===== src/rtl/core/two_channel_smoothing_filter_core_assert.svh =====
// Assertion macros shared by the smoothing filter RTL.
// Both macros sample on the rising edge of aclk and are disabled during reset.
`ifndef TWO_CHANNEL_SMOOTHING_FILTER_CORE_ASSERT_SVH
`define TWO_CHANNEL_SMOOTHING_FILTER_CORE_ASSERT_SVH

// The consequent must hold in the same cycle as the antecedent.
`define TCSF_ASSERT_SAME(label, ante, cons) \
    label: assert property (@(posedge aclk) disable iff (!aresetn) (ante) |-> (cons)) \
        else $error("assertion failed");

// The consequent must hold in the cycle after the antecedent.
`define TCSF_ASSERT_NEXT(label, ante, cons) \
    label: assert property (@(posedge aclk) disable iff (!aresetn) (ante) |=> (cons)) \
        else $error("assertion failed");

`endif


===== src/rtl/core/tcsf_pkg.sv =====
`timescale 1ns / 1ps

package tcsf_pkg;

    localparam int SAMPLE_W = 16;
    localparam int FACTOR_W = 8;
    localparam int DIV_W    = FACTOR_W + 1;
    localparam int REM_W    = DIV_W - 1;
    localparam int NUM_W    = SAMPLE_W + FACTOR_W + 1;
    localparam int MAG_W    = NUM_W - 1;
    localparam int QUO_W    = SAMPLE_W;
    localparam int MUL_CNT_W = $clog2(FACTOR_W);
    localparam int DIV_CNT_W = $clog2(QUO_W);
    localparam int CFG_ADDR_W = 2;

    localparam logic [SAMPLE_W-1:0] NO_CONVERSION = '1;

    typedef enum logic [CFG_ADDR_W-1:0] {
        REG_PH_FACTOR  = 2'd0,
        REG_PH_ENABLE  = 2'd1,
        REG_ORP_FACTOR = 2'd2,
        REG_ORP_ENABLE = 2'd3
    } cfg_reg_t;

    typedef logic signed [SAMPLE_W-1:0] sample_t;
    typedef logic signed [NUM_W-1:0]    num_t;

endpackage


===== src/rtl/core/tcsf_ser_mul.sv =====
`timescale 1ns / 1ps

module tcsf_ser_mul (
    input  logic                               aclk,
    input  logic                               aresetn,
    input  logic                               start,
    input  logic [tcsf_pkg::FACTOR_W-1:0]      factor,
    input  tcsf_pkg::sample_t                  multiplicand,
    input  tcsf_pkg::sample_t                  addend,
    output logic                               done,
    output tcsf_pkg::num_t                     product
);

    // Shift-add multiplier: one factor bit per cycle, accumulator preloaded with the addend.
    tcsf_pkg::num_t                        acc_reg, acc_next;
    tcsf_pkg::num_t                        mcand_reg, mcand_next;
    logic [tcsf_pkg::FACTOR_W-1:0]         mplier_reg, mplier_next;
    logic [tcsf_pkg::MUL_CNT_W-1:0]        cnt_reg, cnt_next;
    logic                                  busy_reg, busy_next;
    logic                                  done_reg, done_next;

    always_comb begin
        acc_next    = acc_reg;
        mcand_next  = mcand_reg;
        mplier_next = mplier_reg;
        cnt_next    = cnt_reg;
        busy_next   = busy_reg;
        done_next   = 1'b0;
        if (start) begin
            acc_next    = tcsf_pkg::num_t'(addend);
            mcand_next  = tcsf_pkg::num_t'(multiplicand);
            mplier_next = factor;
            cnt_next    = '0;
            busy_next   = 1'b1;
        end else if (busy_reg) begin
            if (mplier_reg[0]) begin
                acc_next = acc_reg + mcand_reg;
            end
            mcand_next  = mcand_reg <<< 1;
            mplier_next = mplier_reg >> 1;
            cnt_next    = cnt_reg + 1'b1;
            if (cnt_reg == tcsf_pkg::MUL_CNT_W'(tcsf_pkg::FACTOR_W - 1)) begin
                busy_next = 1'b0;
                done_next = 1'b1;
            end
        end
    end

    always_ff @(posedge aclk) begin
        if (!aresetn) begin
            busy_reg <= 1'b0;
            done_reg <= 1'b0;
            cnt_reg  <= '0;
        end else begin
            busy_reg <= busy_next;
            done_reg <= done_next;
            cnt_reg  <= cnt_next;
        end
        acc_reg    <= acc_next;
        mcand_reg  <= mcand_next;
        mplier_reg <= mplier_next;
    end

    assign done    = done_reg;
    assign product = acc_reg;

endmodule


===== src/rtl/core/tcsf_ser_div.sv =====
`timescale 1ns / 1ps

module tcsf_ser_div (
    input  logic                           aclk,
    input  logic                           aresetn,
    input  logic                           start,
    input  tcsf_pkg::num_t                 dividend,
    input  logic [tcsf_pkg::DIV_W-1:0]     divisor,
    output logic                           done,
    output tcsf_pkg::sample_t              quotient
);

    // Restoring division of the magnitude, one quotient bit per cycle. The quotient is known
    // to fit in the sample width, so the upper dividend bits already form the first remainder.
    logic [tcsf_pkg::NUM_W-1:0]        neg_num;
    logic [tcsf_pkg::MAG_W-1:0]        mag;
    logic [tcsf_pkg::DIV_W-1:0]        partial;
    logic [tcsf_pkg::DIV_W:0]          diff;
    logic [tcsf_pkg::REM_W-1:0]        rem_reg, rem_next;
    logic [tcsf_pkg::QUO_W-1:0]        q_reg, q_next;
    logic [tcsf_pkg::DIV_CNT_W-1:0]    cnt_reg, cnt_next;
    logic                              sign_reg, sign_next;
    logic                              busy_reg, busy_next;
    logic                              done_reg, done_next;

    assign neg_num = -dividend;
    assign mag     = dividend[tcsf_pkg::NUM_W-1] ? neg_num[tcsf_pkg::MAG_W-1:0]
                                                 : dividend[tcsf_pkg::MAG_W-1:0];
    assign partial = {rem_reg, q_reg[tcsf_pkg::QUO_W-1]};
    assign diff    = {1'b0, partial} - {1'b0, divisor};

    always_comb begin
        rem_next  = rem_reg;
        q_next    = q_reg;
        cnt_next  = cnt_reg;
        sign_next = sign_reg;
        busy_next = busy_reg;
        done_next = 1'b0;
        if (start) begin
            rem_next  = mag[tcsf_pkg::MAG_W-1:tcsf_pkg::QUO_W];
            q_next    = mag[tcsf_pkg::QUO_W-1:0];
            sign_next = dividend[tcsf_pkg::NUM_W-1];
            cnt_next  = '0;
            busy_next = 1'b1;
        end else if (busy_reg) begin
            if (diff[tcsf_pkg::DIV_W]) begin
                rem_next = partial[tcsf_pkg::REM_W-1:0];
            end else begin
                rem_next = diff[tcsf_pkg::REM_W-1:0];
            end
            q_next   = {q_reg[tcsf_pkg::QUO_W-2:0], ~diff[tcsf_pkg::DIV_W]};
            cnt_next = cnt_reg + 1'b1;
            if (cnt_reg == tcsf_pkg::DIV_CNT_W'(tcsf_pkg::QUO_W - 1)) begin
                busy_next = 1'b0;
                done_next = 1'b1;
            end
        end
    end

    always_ff @(posedge aclk) begin
        if (!aresetn) begin
            busy_reg <= 1'b0;
            done_reg <= 1'b0;
            cnt_reg  <= '0;
        end else begin
            busy_reg <= busy_next;
            done_reg <= done_next;
            cnt_reg  <= cnt_next;
        end
        rem_reg  <= rem_next;
        q_reg    <= q_next;
        sign_reg <= sign_next;
    end

    assign done     = done_reg;
    assign quotient = sign_reg ? tcsf_pkg::sample_t'(~q_reg + 1'b1) : tcsf_pkg::sample_t'(q_reg);

endmodule


===== src/rtl/core/two_channel_smoothing_filter_core.sv =====
// An updating sample passes from its input transfer through the bit-serial multiplier,
// the bit-serial divider, a store of the new value and the output register load.
// One item is in flight at a time, so a new sample is accepted only once the last result is loaded.
// An ignored sample skips the multiplier and divider and goes straight to the output load.
// A stalled result transfer holds the input until it completes. Synchronous active-low reset
// clears both stored values to zero and sets factors to 5 with both channels disabled.
`timescale 1ns / 1ps

`include "two_channel_smoothing_filter_core_assert.svh"

module two_channel_smoothing_filter_core (
    input  logic                                   aclk,
    input  logic                                   aresetn,
    input  logic                                   s_tvalid,
    output logic                                   s_tready,
    input  logic [15:0]                            s_tdata,  // [15:0] sample
    input  logic                                   s_tuser,  // [0] channel
    output logic                                   m_tvalid,
    input  logic                                   m_tready,
    output logic [31:0]                            m_tdata,  // [15:0] filtered_ph, [31:16] filtered_orp
    output logic                                   m_tuser,  // [0] updated
    input  logic                                   cfg_wr_en,
    input  logic [tcsf_pkg::CFG_ADDR_W-1:0]        cfg_addr,
    input  logic [tcsf_pkg::FACTOR_W-1:0]          cfg_wdata
);

    typedef enum logic [1:0] {
        ST_IDLE,
        ST_MUL,
        ST_DIV,
        ST_DONE
    } state_t;

    state_t                            state_reg, state_next;
    logic [tcsf_pkg::FACTOR_W-1:0]     ph_factor_reg, orp_factor_reg;
    logic                              ph_enable_reg, orp_enable_reg;
    tcsf_pkg::sample_t                 ph_val_reg, ph_val_next;
    tcsf_pkg::sample_t                 orp_val_reg, orp_val_next;
    logic                              chan_reg, chan_next;
    logic                              upd_reg, upd_next;
    logic                              m_tvalid_reg, m_tvalid_next;
    logic [31:0]                       m_tdata_reg, m_tdata_next;
    logic                              m_tuser_reg, m_tuser_next;

    logic                              s_xfer;
    logic                              in_enable;
    logic [tcsf_pkg::FACTOR_W-1:0]     in_factor;
    logic                              take_sample;
    logic                              out_free;
    tcsf_pkg::sample_t                 old_val;
    logic [tcsf_pkg::DIV_W-1:0]        divisor;
    logic                              mul_done;
    tcsf_pkg::num_t                    product;
    logic                              div_start;
    logic                              div_done;
    tcsf_pkg::sample_t                 quotient;

    assign s_tready    = (state_reg == ST_IDLE);
    assign s_xfer      = s_tvalid && s_tready;
    assign in_enable   = s_tuser ? orp_enable_reg : ph_enable_reg;
    assign in_factor   = s_tuser ? orp_factor_reg : ph_factor_reg;
    assign take_sample = in_enable && (s_tdata != tcsf_pkg::NO_CONVERSION);
    assign out_free    = !m_tvalid_reg || m_tready;
    assign old_val     = s_tuser ? orp_val_reg : ph_val_reg;
    assign divisor     = {1'b0, chan_reg ? orp_factor_reg : ph_factor_reg} + 1'b1;
    assign div_start   = (state_reg == ST_MUL) && mul_done;

    tcsf_ser_mul u_mul (
        .aclk         (aclk),
        .aresetn      (aresetn),
        .start        (s_xfer && take_sample),
        .factor       (in_factor),
        .multiplicand (old_val),
        .addend       (tcsf_pkg::sample_t'(s_tdata)),
        .done         (mul_done),
        .product      (product)
    );

    tcsf_ser_div u_div (
        .aclk     (aclk),
        .aresetn  (aresetn),
        .start    (div_start),
        .dividend (product),
        .divisor  (divisor),
        .done     (div_done),
        .quotient (quotient)
    );

    always_comb begin
        state_next    = state_reg;
        ph_val_next   = ph_val_reg;
        orp_val_next  = orp_val_reg;
        chan_next     = chan_reg;
        upd_next      = upd_reg;
        m_tvalid_next = m_tvalid_reg;
        m_tdata_next  = m_tdata_reg;
        m_tuser_next  = m_tuser_reg;
        if (m_tvalid_reg && m_tready) begin
            m_tvalid_next = 1'b0;
        end
        unique case (state_reg)
            ST_IDLE: begin
                if (s_xfer) begin
                    chan_next  = s_tuser;
                    upd_next   = take_sample;
                    state_next = take_sample ? ST_MUL : ST_DONE;
                end
            end
            ST_MUL: begin
                if (mul_done) begin
                    state_next = ST_DIV;
                end
            end
            ST_DIV: begin
                if (div_done) begin
                    if (chan_reg) begin
                        orp_val_next = quotient;
                    end else begin
                        ph_val_next = quotient;
                    end
                    state_next = ST_DONE;
                end
            end
            ST_DONE: begin
                if (out_free) begin
                    m_tvalid_next = 1'b1;
                    m_tdata_next  = {orp_val_reg, ph_val_reg};
                    m_tuser_next  = upd_reg;
                    state_next    = ST_IDLE;
                end
            end
            default: begin
                state_next = ST_IDLE;
            end
        endcase
    end

    always_ff @(posedge aclk) begin
        if (!aresetn) begin
            state_reg      <= ST_IDLE;
            m_tvalid_reg   <= 1'b0;
            ph_val_reg     <= '0;
            orp_val_reg    <= '0;
            ph_factor_reg  <= tcsf_pkg::FACTOR_W'(5);
            orp_factor_reg <= tcsf_pkg::FACTOR_W'(5);
            ph_enable_reg  <= 1'b0;
            orp_enable_reg <= 1'b0;
        end else begin
            state_reg    <= state_next;
            m_tvalid_reg <= m_tvalid_next;
            ph_val_reg   <= ph_val_next;
            orp_val_reg  <= orp_val_next;
            if (cfg_wr_en) begin
                unique case (cfg_addr)
                    tcsf_pkg::REG_PH_FACTOR:  ph_factor_reg  <= cfg_wdata;
                    tcsf_pkg::REG_PH_ENABLE:  ph_enable_reg  <= cfg_wdata[0];
                    tcsf_pkg::REG_ORP_FACTOR: orp_factor_reg <= cfg_wdata;
                    tcsf_pkg::REG_ORP_ENABLE: orp_enable_reg <= cfg_wdata[0];
                    default: begin
                    end
                endcase
            end
        end
        chan_reg    <= chan_next;
        upd_reg     <= upd_next;
        m_tdata_reg <= m_tdata_next;
        m_tuser_reg <= m_tuser_next;
    end

    assign m_tvalid = m_tvalid_reg;
    assign m_tdata  = m_tdata_reg;
    assign m_tuser  = m_tuser_reg;

    `TCSF_ASSERT_SAME(a_mul_done_in_mul, mul_done, state_reg == ST_MUL)
    `TCSF_ASSERT_SAME(a_div_done_in_div, div_done, state_reg == ST_DIV)
    `TCSF_ASSERT_NEXT(a_skip_to_done, s_xfer && !take_sample, state_reg == ST_DONE)

endmodule

===== config.mk =====
export PLATFORM = sky130hd
export DESIGN_NAME = two_channel_smoothing_filter_core
export DESIGN_NICKNAME = d
export VERILOG_FILES = /design/src/rtl/core/tcsf_pkg.sv /design/src/rtl/core/tcsf_ser_mul.sv /design/src/rtl/core/tcsf_ser_div.sv /design/src/rtl/core/two_channel_smoothing_filter_core.sv
export VERILOG_INCLUDE_DIRS = /design/src /design/src/rtl/core
export SDC_FILE = /design/constraint.sdc
export NUM_CORES = 1
export LEC_CHECK = 0
export ABC_AREA = 1
export BUFFER_PORTS_ARGS = -buffer_cell sky130_fd_sc_hd__buf_2
export CAP_MARGIN = 20
export CORE_ASPECT_RATIO = 1.2
export CORE_UTILIZATION = 29
export DETAILED_ROUTE_END_ITERATION = 8
export PLACE_DENSITY_LB_ADDON = 0.12
export SLEW_MARGIN = 30
export SYNTH_ARGS = -nofsm -noshare
export SYNTH_HDL_FRONTEND = slang
export SYNTH_HIERARCHICAL = 1
export SYNTH_SLANG_ARGS = --single-unit

===== constraint.sdc =====
create_clock -name aclk -period 4.15 [get_ports aclk]
set_clock_uncertainty 0.15 [all_clocks]
set_input_delay 1.0375 -clock aclk [delete_from_list [all_inputs] [get_ports aclk]]
set_output_delay 1.0375 -clock aclk [all_outputs]
set_load 0.03 [all_outputs]

# After elaboration in Yosys (flattened, before gate mapping)
# Index checks and enable logic that the tools add are counted.
dict set report totals {
  in_bits 32
  ff_bits 182
  latchBits 0
  mem_bits_rw 0
  mem_count 0
  out_inout_bits 35
  mem_bits_ro 0
  elab_cells 111
}
dict set report classes {
  shift 0
  mul 0
  n_eq_ne 13
  n_mux 35
  bitwise 6
  reduce_logical 26
  div_mod_pow 0
  n_addsub 7
  n_lt_le_gt_ge 0
}
# cell count
set op_table {}
lappend op_table {{two-way mux 25 bit} 5}
lappend op_table {{two-way mux 16 bit} 4}
lappend op_table {{two-way mux 8 bit} 7}
lappend op_table {{adder 25 bit} 1}
lappend op_table {{two-way mux 24 bit} 1}
lappend op_table {{negation 24 bit} 1}
lappend op_table {{adder 16 x 1 -> 16 bit (second input constant)} 1}
lappend op_table {{!= test 16 bit (second input constant)} 1}
lappend op_table {{inverter 16 bit} 1}
lappend op_table {{AND reduction 2 bit} 7}
lappend op_table {{two-way mux 1 bit} 12}
lappend op_table {{two-way mux 2 bit} 5}
lappend op_table {{subtractor 9 x 9 -> 10 bit} 1}
lappend op_table {{adder 8 x 1 -> 9 bit (second input constant)} 1}
lappend op_table {{== test 2 bit (second input constant)} 4}
lappend op_table {{one-hot mux 2 bit (4 select lines)} 1}
lappend op_table {{!= test 2 x 1 -> 1 bit (second input constant)} 3}
lappend op_table {{AND reduction 3 bit} 2}
lappend op_table {{nonzero test 2 bit} 3}
lappend op_table {{OR reduction 3 bit} 2}
lappend op_table {{logical AND 1 bit} 5}
lappend op_table {{inverter 1 bit} 5}
lappend op_table {{adder 4 x 1 -> 4 bit (second input constant)} 1}
lappend op_table {{== test 2 x 1 -> 1 bit (second input constant)} 2}
lappend op_table {{other kinds (9)} 11}

# Logic depth before layout (Yosys ltp)
# Gate-level depths: netlist of the first run.
dict set report logic_depth {
  ltp_word 6
  ltp_mapped 21
  ltp_nobuf 19
}

# Modules after synthesis
# Netlist of the first run, hierarchy kept.
# mod cells_each instances area_each_um2 seq_area_each_um2
set by_module_without_submodules {}
lappend by_module_without_submodules {tcsf_ser_mul 625 1 4416.7 1841.8}
lappend by_module_without_submodules {two_channel_smoothing_filter_core 413 1 3681.0 2112.0}
lappend by_module_without_submodules {tcsf_ser_div 439 1 2987.9 870.8}

# Least setup slack after synthesis of the first run
# OpenSTA, ideal clock, no wires.
dict set report synth_path {
  path_type {input to register}
  start {input m_tready}
  end {register m_tdata_reg[0], in the netlist m_tdata[0], enable pin}
  arrival_ns 2.714
  slack_ns 0.852
  n_path_buf 0
  t_required_ns 3.566
  setup_time_ns 0.434
  stages 2
  cell_sequence {inv_1 a21oi_1}
}
dict set report synth_via {
  elab_chain_cells 2
}
# element line_no
set synth_rtl {}
lappend synth_rtl {{start, declared} two_channel_smoothing_filter_core.sv:19} ;# input logic m_tready,
lappend synth_rtl {{logical OR 1 bit} two_channel_smoothing_filter_core.sv:63} ;# assign out_free = !m_tvalid_reg || m_tready;
lappend synth_rtl {{AND reduction 2 bit (no line)} --}
lappend synth_rtl {{end signal, assigned} two_channel_smoothing_filter_core.sv:166} ;# m_tdata_reg <= m_tdata_next;
lappend synth_rtl {{end, declared} two_channel_smoothing_filter_core.sv:42} ;# logic [31:0] m_tdata_reg, m_tdata_next;
# Every way passes these cells.
# A chain may end at the register's enable or synchronous reset.

# Final worst setup path of the first run
dict set report layout_path {
  start {register chan_reg}
  end {register u_div/rem_reg[6] (netlist name) (data pin)}
}
dict set report layout_via {
  elab_chain_cells 6
}
# element line_no
set layout_rtl {}
lappend layout_rtl {{start, declared} two_channel_smoothing_filter_core.sv:39} ;# logic chan_reg, chan_next;
lappend layout_rtl {{start signal, assigned} two_channel_smoothing_filter_core.sv:164} ;# chan_reg <= chan_next;
lappend layout_rtl {{two-way mux 8 bit} two_channel_smoothing_filter_core.sv:65} ;# assign divisor = {1'b0, chan_reg ? orp_factor_reg : ph_factor_reg} + 1'b1;
lappend layout_rtl {{adder 8 x 1 -> 9 bit} two_channel_smoothing_filter_core.sv:65}
lappend layout_rtl {{net divisor (one bit)} two_channel_smoothing_filter_core.sv:51} ;# logic [tcsf_pkg::DIV_W-1:0] divisor;
lappend layout_rtl {{subtractor 9 x 9 -> 10 bit} tcsf_ser_div.sv:30} ;# assign diff = {1'b0, partial} - {1'b0, divisor};
lappend layout_rtl {{two-way mux 8 bit} tcsf_ser_div.sv:46} ;# if (diff[tcsf_pkg::DIV_W]) begin
lappend layout_rtl {{two-way mux 8 bit} tcsf_ser_div.sv:45} ;# end else if (busy_reg) begin
lappend layout_rtl {{two-way mux 8 bit} tcsf_ser_div.sv:39} ;# if (start) begin
lappend layout_rtl {{net u_div.rem_next (one bit)} tcsf_ser_div.sv:19} ;# logic [tcsf_pkg::REM_W-1:0] rem_reg, rem_next;
lappend layout_rtl {{end signal, assigned} tcsf_ser_div.sv:70} ;# rem_reg <= rem_next;
lappend layout_rtl {{end, declared} tcsf_ser_div.sv:19}
# The timed path passes the listed nets, and every way through them passes these cells. The select of a mux whose other input is x is not followed.

==> results of run 1 <==
through the flow:
| step | std cells | setup WS [ns] | total power (W) |
|---|---|---|---|
| 6_report | 2028 | 0.8991 | 0.004701 |
| 5_1_grt | 2028 | 0.5487 | 0.004962 |
| 4_1_cts | 2028 | 0.8453 | 0.004764 |
| 3_5_place_dp | 1996 | 0.6790 | 0.003167 |
| 3_3_place_gp | 1995 | 0.7399 | 0.003162 |
| 2_1_floorplan | 1477 | 0.8521 | 0.002887 |
critical path, stage by stage (launching register included):
cell and delay (ns):
edfxtp_1 0.69, nand2_1 0.13, o21a_4 0.17, inv_1 0.06, ha_1 0.17, inv_1 0.05, nor2_2 0.15, nand3_1 0.12
nor3_2 0.11, inv_1 0.06, ha_1 0.31, nand2_2 0.10, inv_1 0.07, a21oi_4 0.30, nand3_4 0.18, nand2_1 0.11
nand3_1 0.09, nand2_1 0.09
power breakdown:
part | total [W] | internal (W) | switching, W
clock network | 0.00158 | 0.000835 | 0.000748
registers | 0.00213 | 0.00206 | 0.0000695
logic | 0.000986 | 0.000319 | 0.000667
total | 0.00470 | 0.00322 | 0.00148
final cells by class:
type	count	share of cell area [%]
multi-input combinational	1048	42.30
sequential	182	38.58
inverter	208	6.243
tap	480	4.802
timing repair buffer	78	3.622
clock buffer	19	3.462
clock inverter	13	0.9905
metal layers:
metal | up-vias | GRT usage (%) | part of all wire, %
met5 | - | 0 | 0
met4 | 0 | 5.271 | 1.6
met3 | 26 | 2.386 | 2.8
met2 | 132 | 26.98 | 46
met1 | 4240 | 21.90 | 50
li1 | 4859 | - | -
placed cells by master, fill, tap and decap left out, drive strengths merged:
cell / Yosys / final
or2: 8 / 8
nand4: 27 / 27
fa: 2 / 2
buf: 27 / 78
o31ai: 1 / 1
xnor2: 7 / 7
o211a: 1 / 1
and2: 1 / 1
ha: 44 / 44
xor2: 22 / 22
nand2: 499 / 499
o22ai: 1 / 1
nor2: 143 / 143
o21ai: 88 / 88
a211oi: 1 / 1
o21bai: 1 / 1
clkbuf: 12 / 19
nand3: 101 / 101
o211ai: 4 / 4
a21oi: 76 / 76
edfxtp: 118 / 118
nor3: 8 / 8
clkinv: 0 / 7
clkinvlp: 0 / 2
dfxtp: 64 / 64
nand3b: 10 / 10
o21a: 1 / 1
inv: 208 / 211
a31oi: 2 / 2
bufinv: 0 / 1
how the worst max path moves through the flow:
| stage | cells past startpoint | endpoint | from |
|---|---|---|---|
| final | 17 | u_div/rem_reg[6] | chan_reg |
| after global routing | 17 | u_div/rem_reg[5] | chan_reg |
| after CTS | 17 | u_div/rem_reg[6] | chan_reg |
| after global placement | 7 | u_mul/product[4] | s_tuser |
| after floorplan | 2 | m_tdata[0] | m_tready |
| after detailed placement | 7 | u_mul/product[2] | s_tuser |
kinds of logic (layout without fill, tap and decap cells):
logic type               count (synthesis)  count (layout)
AO/OA/AOI/OAI                          176             176
buffers and inverters                  247             318
flip-flops                             182             182
adder cells (fa/ha/maj)                 46              46
AND/OR/NAND/NOR                        797             797
XOR/XNOR                                29              29
==> summary.txt, run 1 <==
Run status
  • Status: completed

GRT
  • GRT Util Overall: 16.34%
  • Vias in the first global route: 9,094
  • Largest net degree at the start of global routing: 54
  • Grt ovf: 0
  • First-pass GRT wire length: 49,340 um
  • Initial antenna violation count: 0

Floorplan
  • # IOs: 67
  • Core Box Area: 37,770 um2
  • Core Rows: 78
  • Initial core utilization: 29.35%
  • DIE AREA: 39,020 um2
  • Die Wd: 180.5 um
  • Die Ht: 216.2 um

Cells and area
  • Largest register FFs: 32
  • Share of layout cells above drive strength 1: 10.92%
  • Storage element area: 4825 um2
  • FILL cells: 4,134
  • Finished Cell Area: 12,510 um2
  • Area of the multi-input gates: 5290 um2
  • Fin nets: 1,613
  • Area growth from synthesis to layout: 12.81%
  • ANT cells: 0
  • Final Util: 33.11%

Synth
  • Yosys reg bits: 182
  • Largest family of logic cells by synthesized area: simple AND/OR/NAND/NOR gates
  • Count leader, synth: nand2_1
  • Post-synth EDFFs: 118
  • Post-Synthesis Cells: 1,477
  • Avg Cell Area, Syn: 7.506 um2
  • Biggest area consumer among synthesized cells: edfxtp_1
  • Most frequent cells after synthesis: nand2_1 (484), inv_1 (205), nor2_1 (127)
  • Post-synth cell types: 44
  • XOR/XNOR Fraction of Synth Area: 2.291%
  • Post-synthesis simple-gate area fraction: 31.05%
  • Ys flop type: edfxtp_1
  • Yosys top cell area share: 31.96%
  • Post-Synthesis Net Count: 1,555
  • Mux cell area share after synthesis: 0%
  • Sequential area share after synthesis: 43.52%
  • Adder-cell share of the synthesized area: 5.327%
  • Async SR Flop Fraction: 0%
  • Synthesized area: 11,090 um2
  • Ys Warns: 6
  • Compound-Gate Fraction of Synth Area: 8.883%
  • Dominant cells by area after synthesis: edfxtp_1 (32%), nand2_1 (16%), dfxtp_1 (12%), inv_1 (6.9%), ha_1 (5.0%)

CTS
  • CTS Buf Count: 17
  • CTS tree: built
  • Hold buffers post-CTS: 0
  • Clk root buf: clkbuf_16
  • Clock Path Buffers: 2
  • H-tree depth: 4
  • Total setup buffers inserted after CTS: 0
  • Clock latency on the worst-skew pair: 0.45 ns
  • Post-CTS sizing: 0
  • Clock slew at reported path FFs: 0.06 ns
  • Sink Count: 182

Worst hold path
  • Hold path depth: 0
  • Hold Path Origin: upd_reg
  • Worst hold-check path type: flop to flop
  • Hold EP: m_tuser

Worst setup path
  • Data required, critical path: 4.31 ns
  • Worst EP arrival: 3.42 ns
  • Reg2reg start: chan_reg
  • Worst Reg2Reg Path Length in Cells: 17
  • R2R Path End: u_div/rem_reg[6]
  • CP Max Fanout: 11
  • Crit Path Class: flop to flop
  • CP Launch Type: flop
  • CP Capture Type: flop
  • R2r setup slk: 0.90 ns

Timing
  • Worst slew margin: 42.13%
  • Post-layout min period: 3.251 ns
  • Period utilization: 78.33%
  • Worst-Margin Slew: 0.8680 ns
  • Min Hold Slack: 0.2700 ns
  • Setup TNS: 0 ns
  • Endpoints failing setup: 0
  • Slew Viols, Final: 0
  • Final Hold Viols: 0
  • Unrepaired setup endpoints after global routing: false
  • Max Clk Rate: 307.6 MHz

Drt
  • DRT iter0 DRCs: 474
  • Vias: 9,257
  • Routed WL per cell: 15.06 um
  • Drt pass-1 iters: 5
  • DRT Wirelength: 30,540 um
  • Vias per Instance: 4.565
  • ANT nets after route: 0
  • Number of remaining DRC errors: 0

Power and ir drop
  • Worst IR drop on VDD: 297.8 uV
  • PwrDens: 375.9 nW/um2
  • Leak: 5.740 nW

Placed design
  • Detail Placement HPWL: 23,680 um
  • I/O Buffers: 66
  • Placement-stage cell area: 11,950 um2
  • GP Congestion: 0.8093

Flow run
  • MaxCap Viol Count: 0
Note: power is estimated with default switching activity, not from simulation.
==> inputs of run 2 (changes only) <==
==> constraint.sdc (replaced) <==
create_clock -name aclk -period 2.75 [get_ports aclk]
set_clock_uncertainty 0.15 [all_clocks]
set_input_delay 0.6875 -clock aclk [delete_from_list [all_inputs] [get_ports aclk]]
set_output_delay 0.6875 -clock aclk [all_outputs]
set_load 0.03 [all_outputs]
==> run 2 against run 1 <==
The flow now finishes with violations (negative setup slack). Worst setup slack worse by 0.90 ns. Critical path depth is 3 lower. Via count is 2.0% higher. Critical path type unchanged.
==> summary.txt, run 2 (synthesized netlist as in run 1, its figures left out) <==
Worst setup path
  • R2r setup slk: -0.004 ns (-0.90 ns)
  • Worst EP arrival: 2.80 ns (-0.62 ns)
  • Critical path's slowest cell: edfxtp_1
  • Worst Reg2Reg Path Length in Cells: 14 (-3)
  • Most used cell, CP: nand2_1
  • Data required, critical path: 2.80 ns (-1.51 ns)
  • Cell Chain, Critical Path: buf_2 -> nand2_1 -> o21ai_4 -> ha_4 -> buf_4 -> xor2_1 -> inv_1 -> ha_4 -> or2_2 -> nand2_1 -> xor2_1 -> nand2_2 -> nand3_1 -> nand2_1
  • CP Max Fanout: 5 (-6)
  • CP Capture Type: flop
  • CP Launch Type: flop
  • Largest delay share family, worst path: simple AND/OR/NAND/NOR gates
  • Slowest stage delay, CP: 0.41 ns (-0.28 ns)
  • Crit Path Class: flop to flop
  • R2R Path End: u_div/rem_reg[3]
  • Reg2reg start: chan_reg
  • WP buf/inv: 3 (-1)

Power and ir drop
  • Tot Pwr: 0.007347 W (+56%)
  • Psw: 0.002386 W (+61%)
  • Leak: 6.043 nW (+5.3%)
  • Internal: 0.004961 W (+54%)
  • Sw frac: 32.48% (+0.90 points)
  • Worst IR drop on VDD: 398.9 uV (+34%)
  • Clock power share: 33.5% (-0.2 points)
  • Sequential share of power: 43.6% (-1.8 points)
  • Logic pwr share: 22.9% (+1.9 points)
  • PwrDens: 557.9 nW/um2 (+48%)

Cells and area
  • Post-route non-filler standard cell count: 2,072 (+2.2%)
  • FILL cells: 4,013 (-2.9%)
  • Most common cell after layout, fill and taps aside: nand2_1
  • Area of the multi-input gates: 5480 um2 (+3.6%)
  • Largest register FFs: 32 (unchanged)
  • Fin nets: 1,657 (+2.7%)
  • Storage element area: 4825 um2 (unchanged)
  • Share of layout cells above drive strength 1: 15.26% (+4.3 points)
  • ANT cells: 0 (unchanged)
  • Area growth from synthesis to layout: 18.80%
  • Commonest cells after routing, fill and taps aside: nand2_1 (473), inv_1 (199), nor2_1 (126)

Drt
  • Met1 wire length: 14,890 um (-1.7%)
  • Routed wl met3: 751 um (-11%)
  • Vias per Instance: 4.556 (-0.20%)
  • Routed WL per cell: 14.82 um (-1.5%)
  • DRT iter0 DRCs: 549 (+16%)
  • Number of remaining DRC errors: 0 (unchanged)
  • Wire length on met2: 14,380 um (+2.4%)
  • Vias: 9,439 (+2.0%)
  • Uppermost layer routed: met4
  • ANT nets after route: 0 (unchanged)
  • Drt pass-1 iters: 5 (unchanged)
  • DRT Wirelength: 30,710 um (+0.59%)

Placed design
  • I/O Buffers: 66 (unchanged)
  • Placed Instances: 2,037 (+2.1%)
  • Detail Placement HPWL: 24,400 um (+3.0%)
  • GP Congestion: 0.8383 (+3.6%)

CTS
  • CTS Buf Count: 17 (unchanged)
  • Sink Count: 182 (unchanged)
  • Clock Path Buffers: 2 (unchanged)
  • Hold buffers post-CTS: 0 (unchanged)
  • H-tree depth: 4 (unchanged)
  • Clock latency on the worst-skew pair: 0.45 ns (about the same)
  • CTS tree: built
  • Clock slew at reported path FFs: 0.08 ns (+0.02 ns)
  • Clk root buf: clkbuf_16

Worst hold path
  • Hold Path Origin: orp_val_reg[7]
  • Hold EP: m_tdata[23]
  • Hold path depth: 0 (unchanged)
  • Worst hold-check path type: flop to flop

Timing
  • Period utilization: 100.1% (+22 points)
  • Unrepaired setup endpoints after global routing: true
  • Worst-Margin Slew: 0.6541 ns (-0.2139 ns)
  • Final Hold Viols: 0 (unchanged)
  • Max Clk Rate: 363.1 MHz (+18%)
  • Post-layout min period: 2.754 ns (-0.4968 ns)
  • Setup ws final: -0.004041 ns (-0.9032 ns)
  • Setup TNS: -0.006551 ns (-0.006551 ns)
  • Worst slew margin: 56.34% (+14 points)
  • Slew Viols, Final: 0 (unchanged)
  • Endpoints failing setup: 3 (+3)

Floorplan
  • # IOs: 67 (unchanged)
  • Die Wd: 180.5 um (unchanged)
  • Core Box Area: 37,770 um2 (unchanged)
  • DIE AREA: 39,020 um2 (unchanged)
  • Initial core utilization: 29.35% (unchanged)
  • Core Rows: 78 (unchanged)
  • Die Ht: 216.2 um (unchanged)

Run status
  • Failing checks: negative setup slack
  • Status: finished with violations

GRT
  • First-pass GRT wire length: 49,800 um (+0.94%)
  • Grt ovf: 0 (unchanged)
  • Initial antenna violation count: 0 (unchanged)
  • GRT Util Overall: 16.40% (+0.054 points)
  • Largest net degree at the start of global routing: 50 (-7.4%)
  • Vias in the first global route: 9,509 (+4.6%)

Flow run
  • MaxCap Viol Count: 0 (unchanged)
## run 2: changes by cell type in the layout (fill, tap and decap cells not counted), moves of 5 or more
cell and delta:
buf_12 +8, nand2_2 +6, buf_6 +5, ha_4 +7, nand2_4 +5, nand2_1 -11, ha_1 -7, inv_1 -5
buf_4 +30
## run 2: through the flow
stage | worst slack (ns) | instance area (um2) | util (%) | hold slack, ns
after floorplan | -0.02948 | 11170 | - | 0.2503
after global routing | -0.1995 | 13170 | 34.87 | 0.2905
after detailed placement | -0.08491 | 12430 | 32.92 | 0.2673
after global placement | -0.05710 | 12430 | 32.92 | 0.2658
final | -0.004041 | 13170 | 34.87 | 0.2834
after CTS | -0.005606 | 13120 | 34.73 | 0.2865
## run 2: layout make-up
type,instances,share of cell area [%]
Multi-Input combinational cell,1049,41.61
Sequential cell,182,36.63
Timing Repair Buffer,121,6.717
Inverter,208,5.947
Tap cell,480,4.560
Clock buffer,18,3.335
Clock inverter,14,1.197
## run 2: repair_timing
item                       4_1_cts  5_1_grt
gates cloned                     1        1
gates resized for setup         14       11
setup endpoints to repair        9        9
buffers inserted                 1        0
pin swaps                       11       23
## run 2: worst max path at each step
stage | from | endpoint | slack (ns) | cells after the start
6_report | chan_reg | u_div/rem_reg[3] | -0.004 | 14
5_1_grt | chan_reg | u_div/rem_reg[5] | -0.20 | 18
4_1_cts | chan_reg | u_div/rem_reg[5] | -0.006 | 17
3_5_place_dp | chan_reg | u_div/rem_reg[4] | -0.08 | 13
3_3_place_gp | chan_reg | u_div/rem_reg[4] | -0.06 | 13
2_1_floorplan | chan_reg | u_div/rem_reg[7] | -0.03 | 18
## run 2: layer usage
metal | vias up | track usage, %
met2 | 144 | 27.26
met3 | 41 | 2.521
met4 | 0 | 5.840
met1 | 4303 | 21.53
met5 | - | 0
li1 | 4951 | -
## run 2: power by group through the flow
stage | logic, W | registers, W | clock network [W]
4_1_cts | 0.00168 | 0.00321 | 0.00254
5_1_grt | 0.00190 | 0.00323 | 0.00263
2_1_floorplan | 0.00102 | 0.00335 | 0
3_5_place_dp | 0.00164 | 0.00327 | 0
3_3_place_gp | 0.00164 | 0.00327 | 0
6_report | 0.00168 | 0.00321 | 0.00246
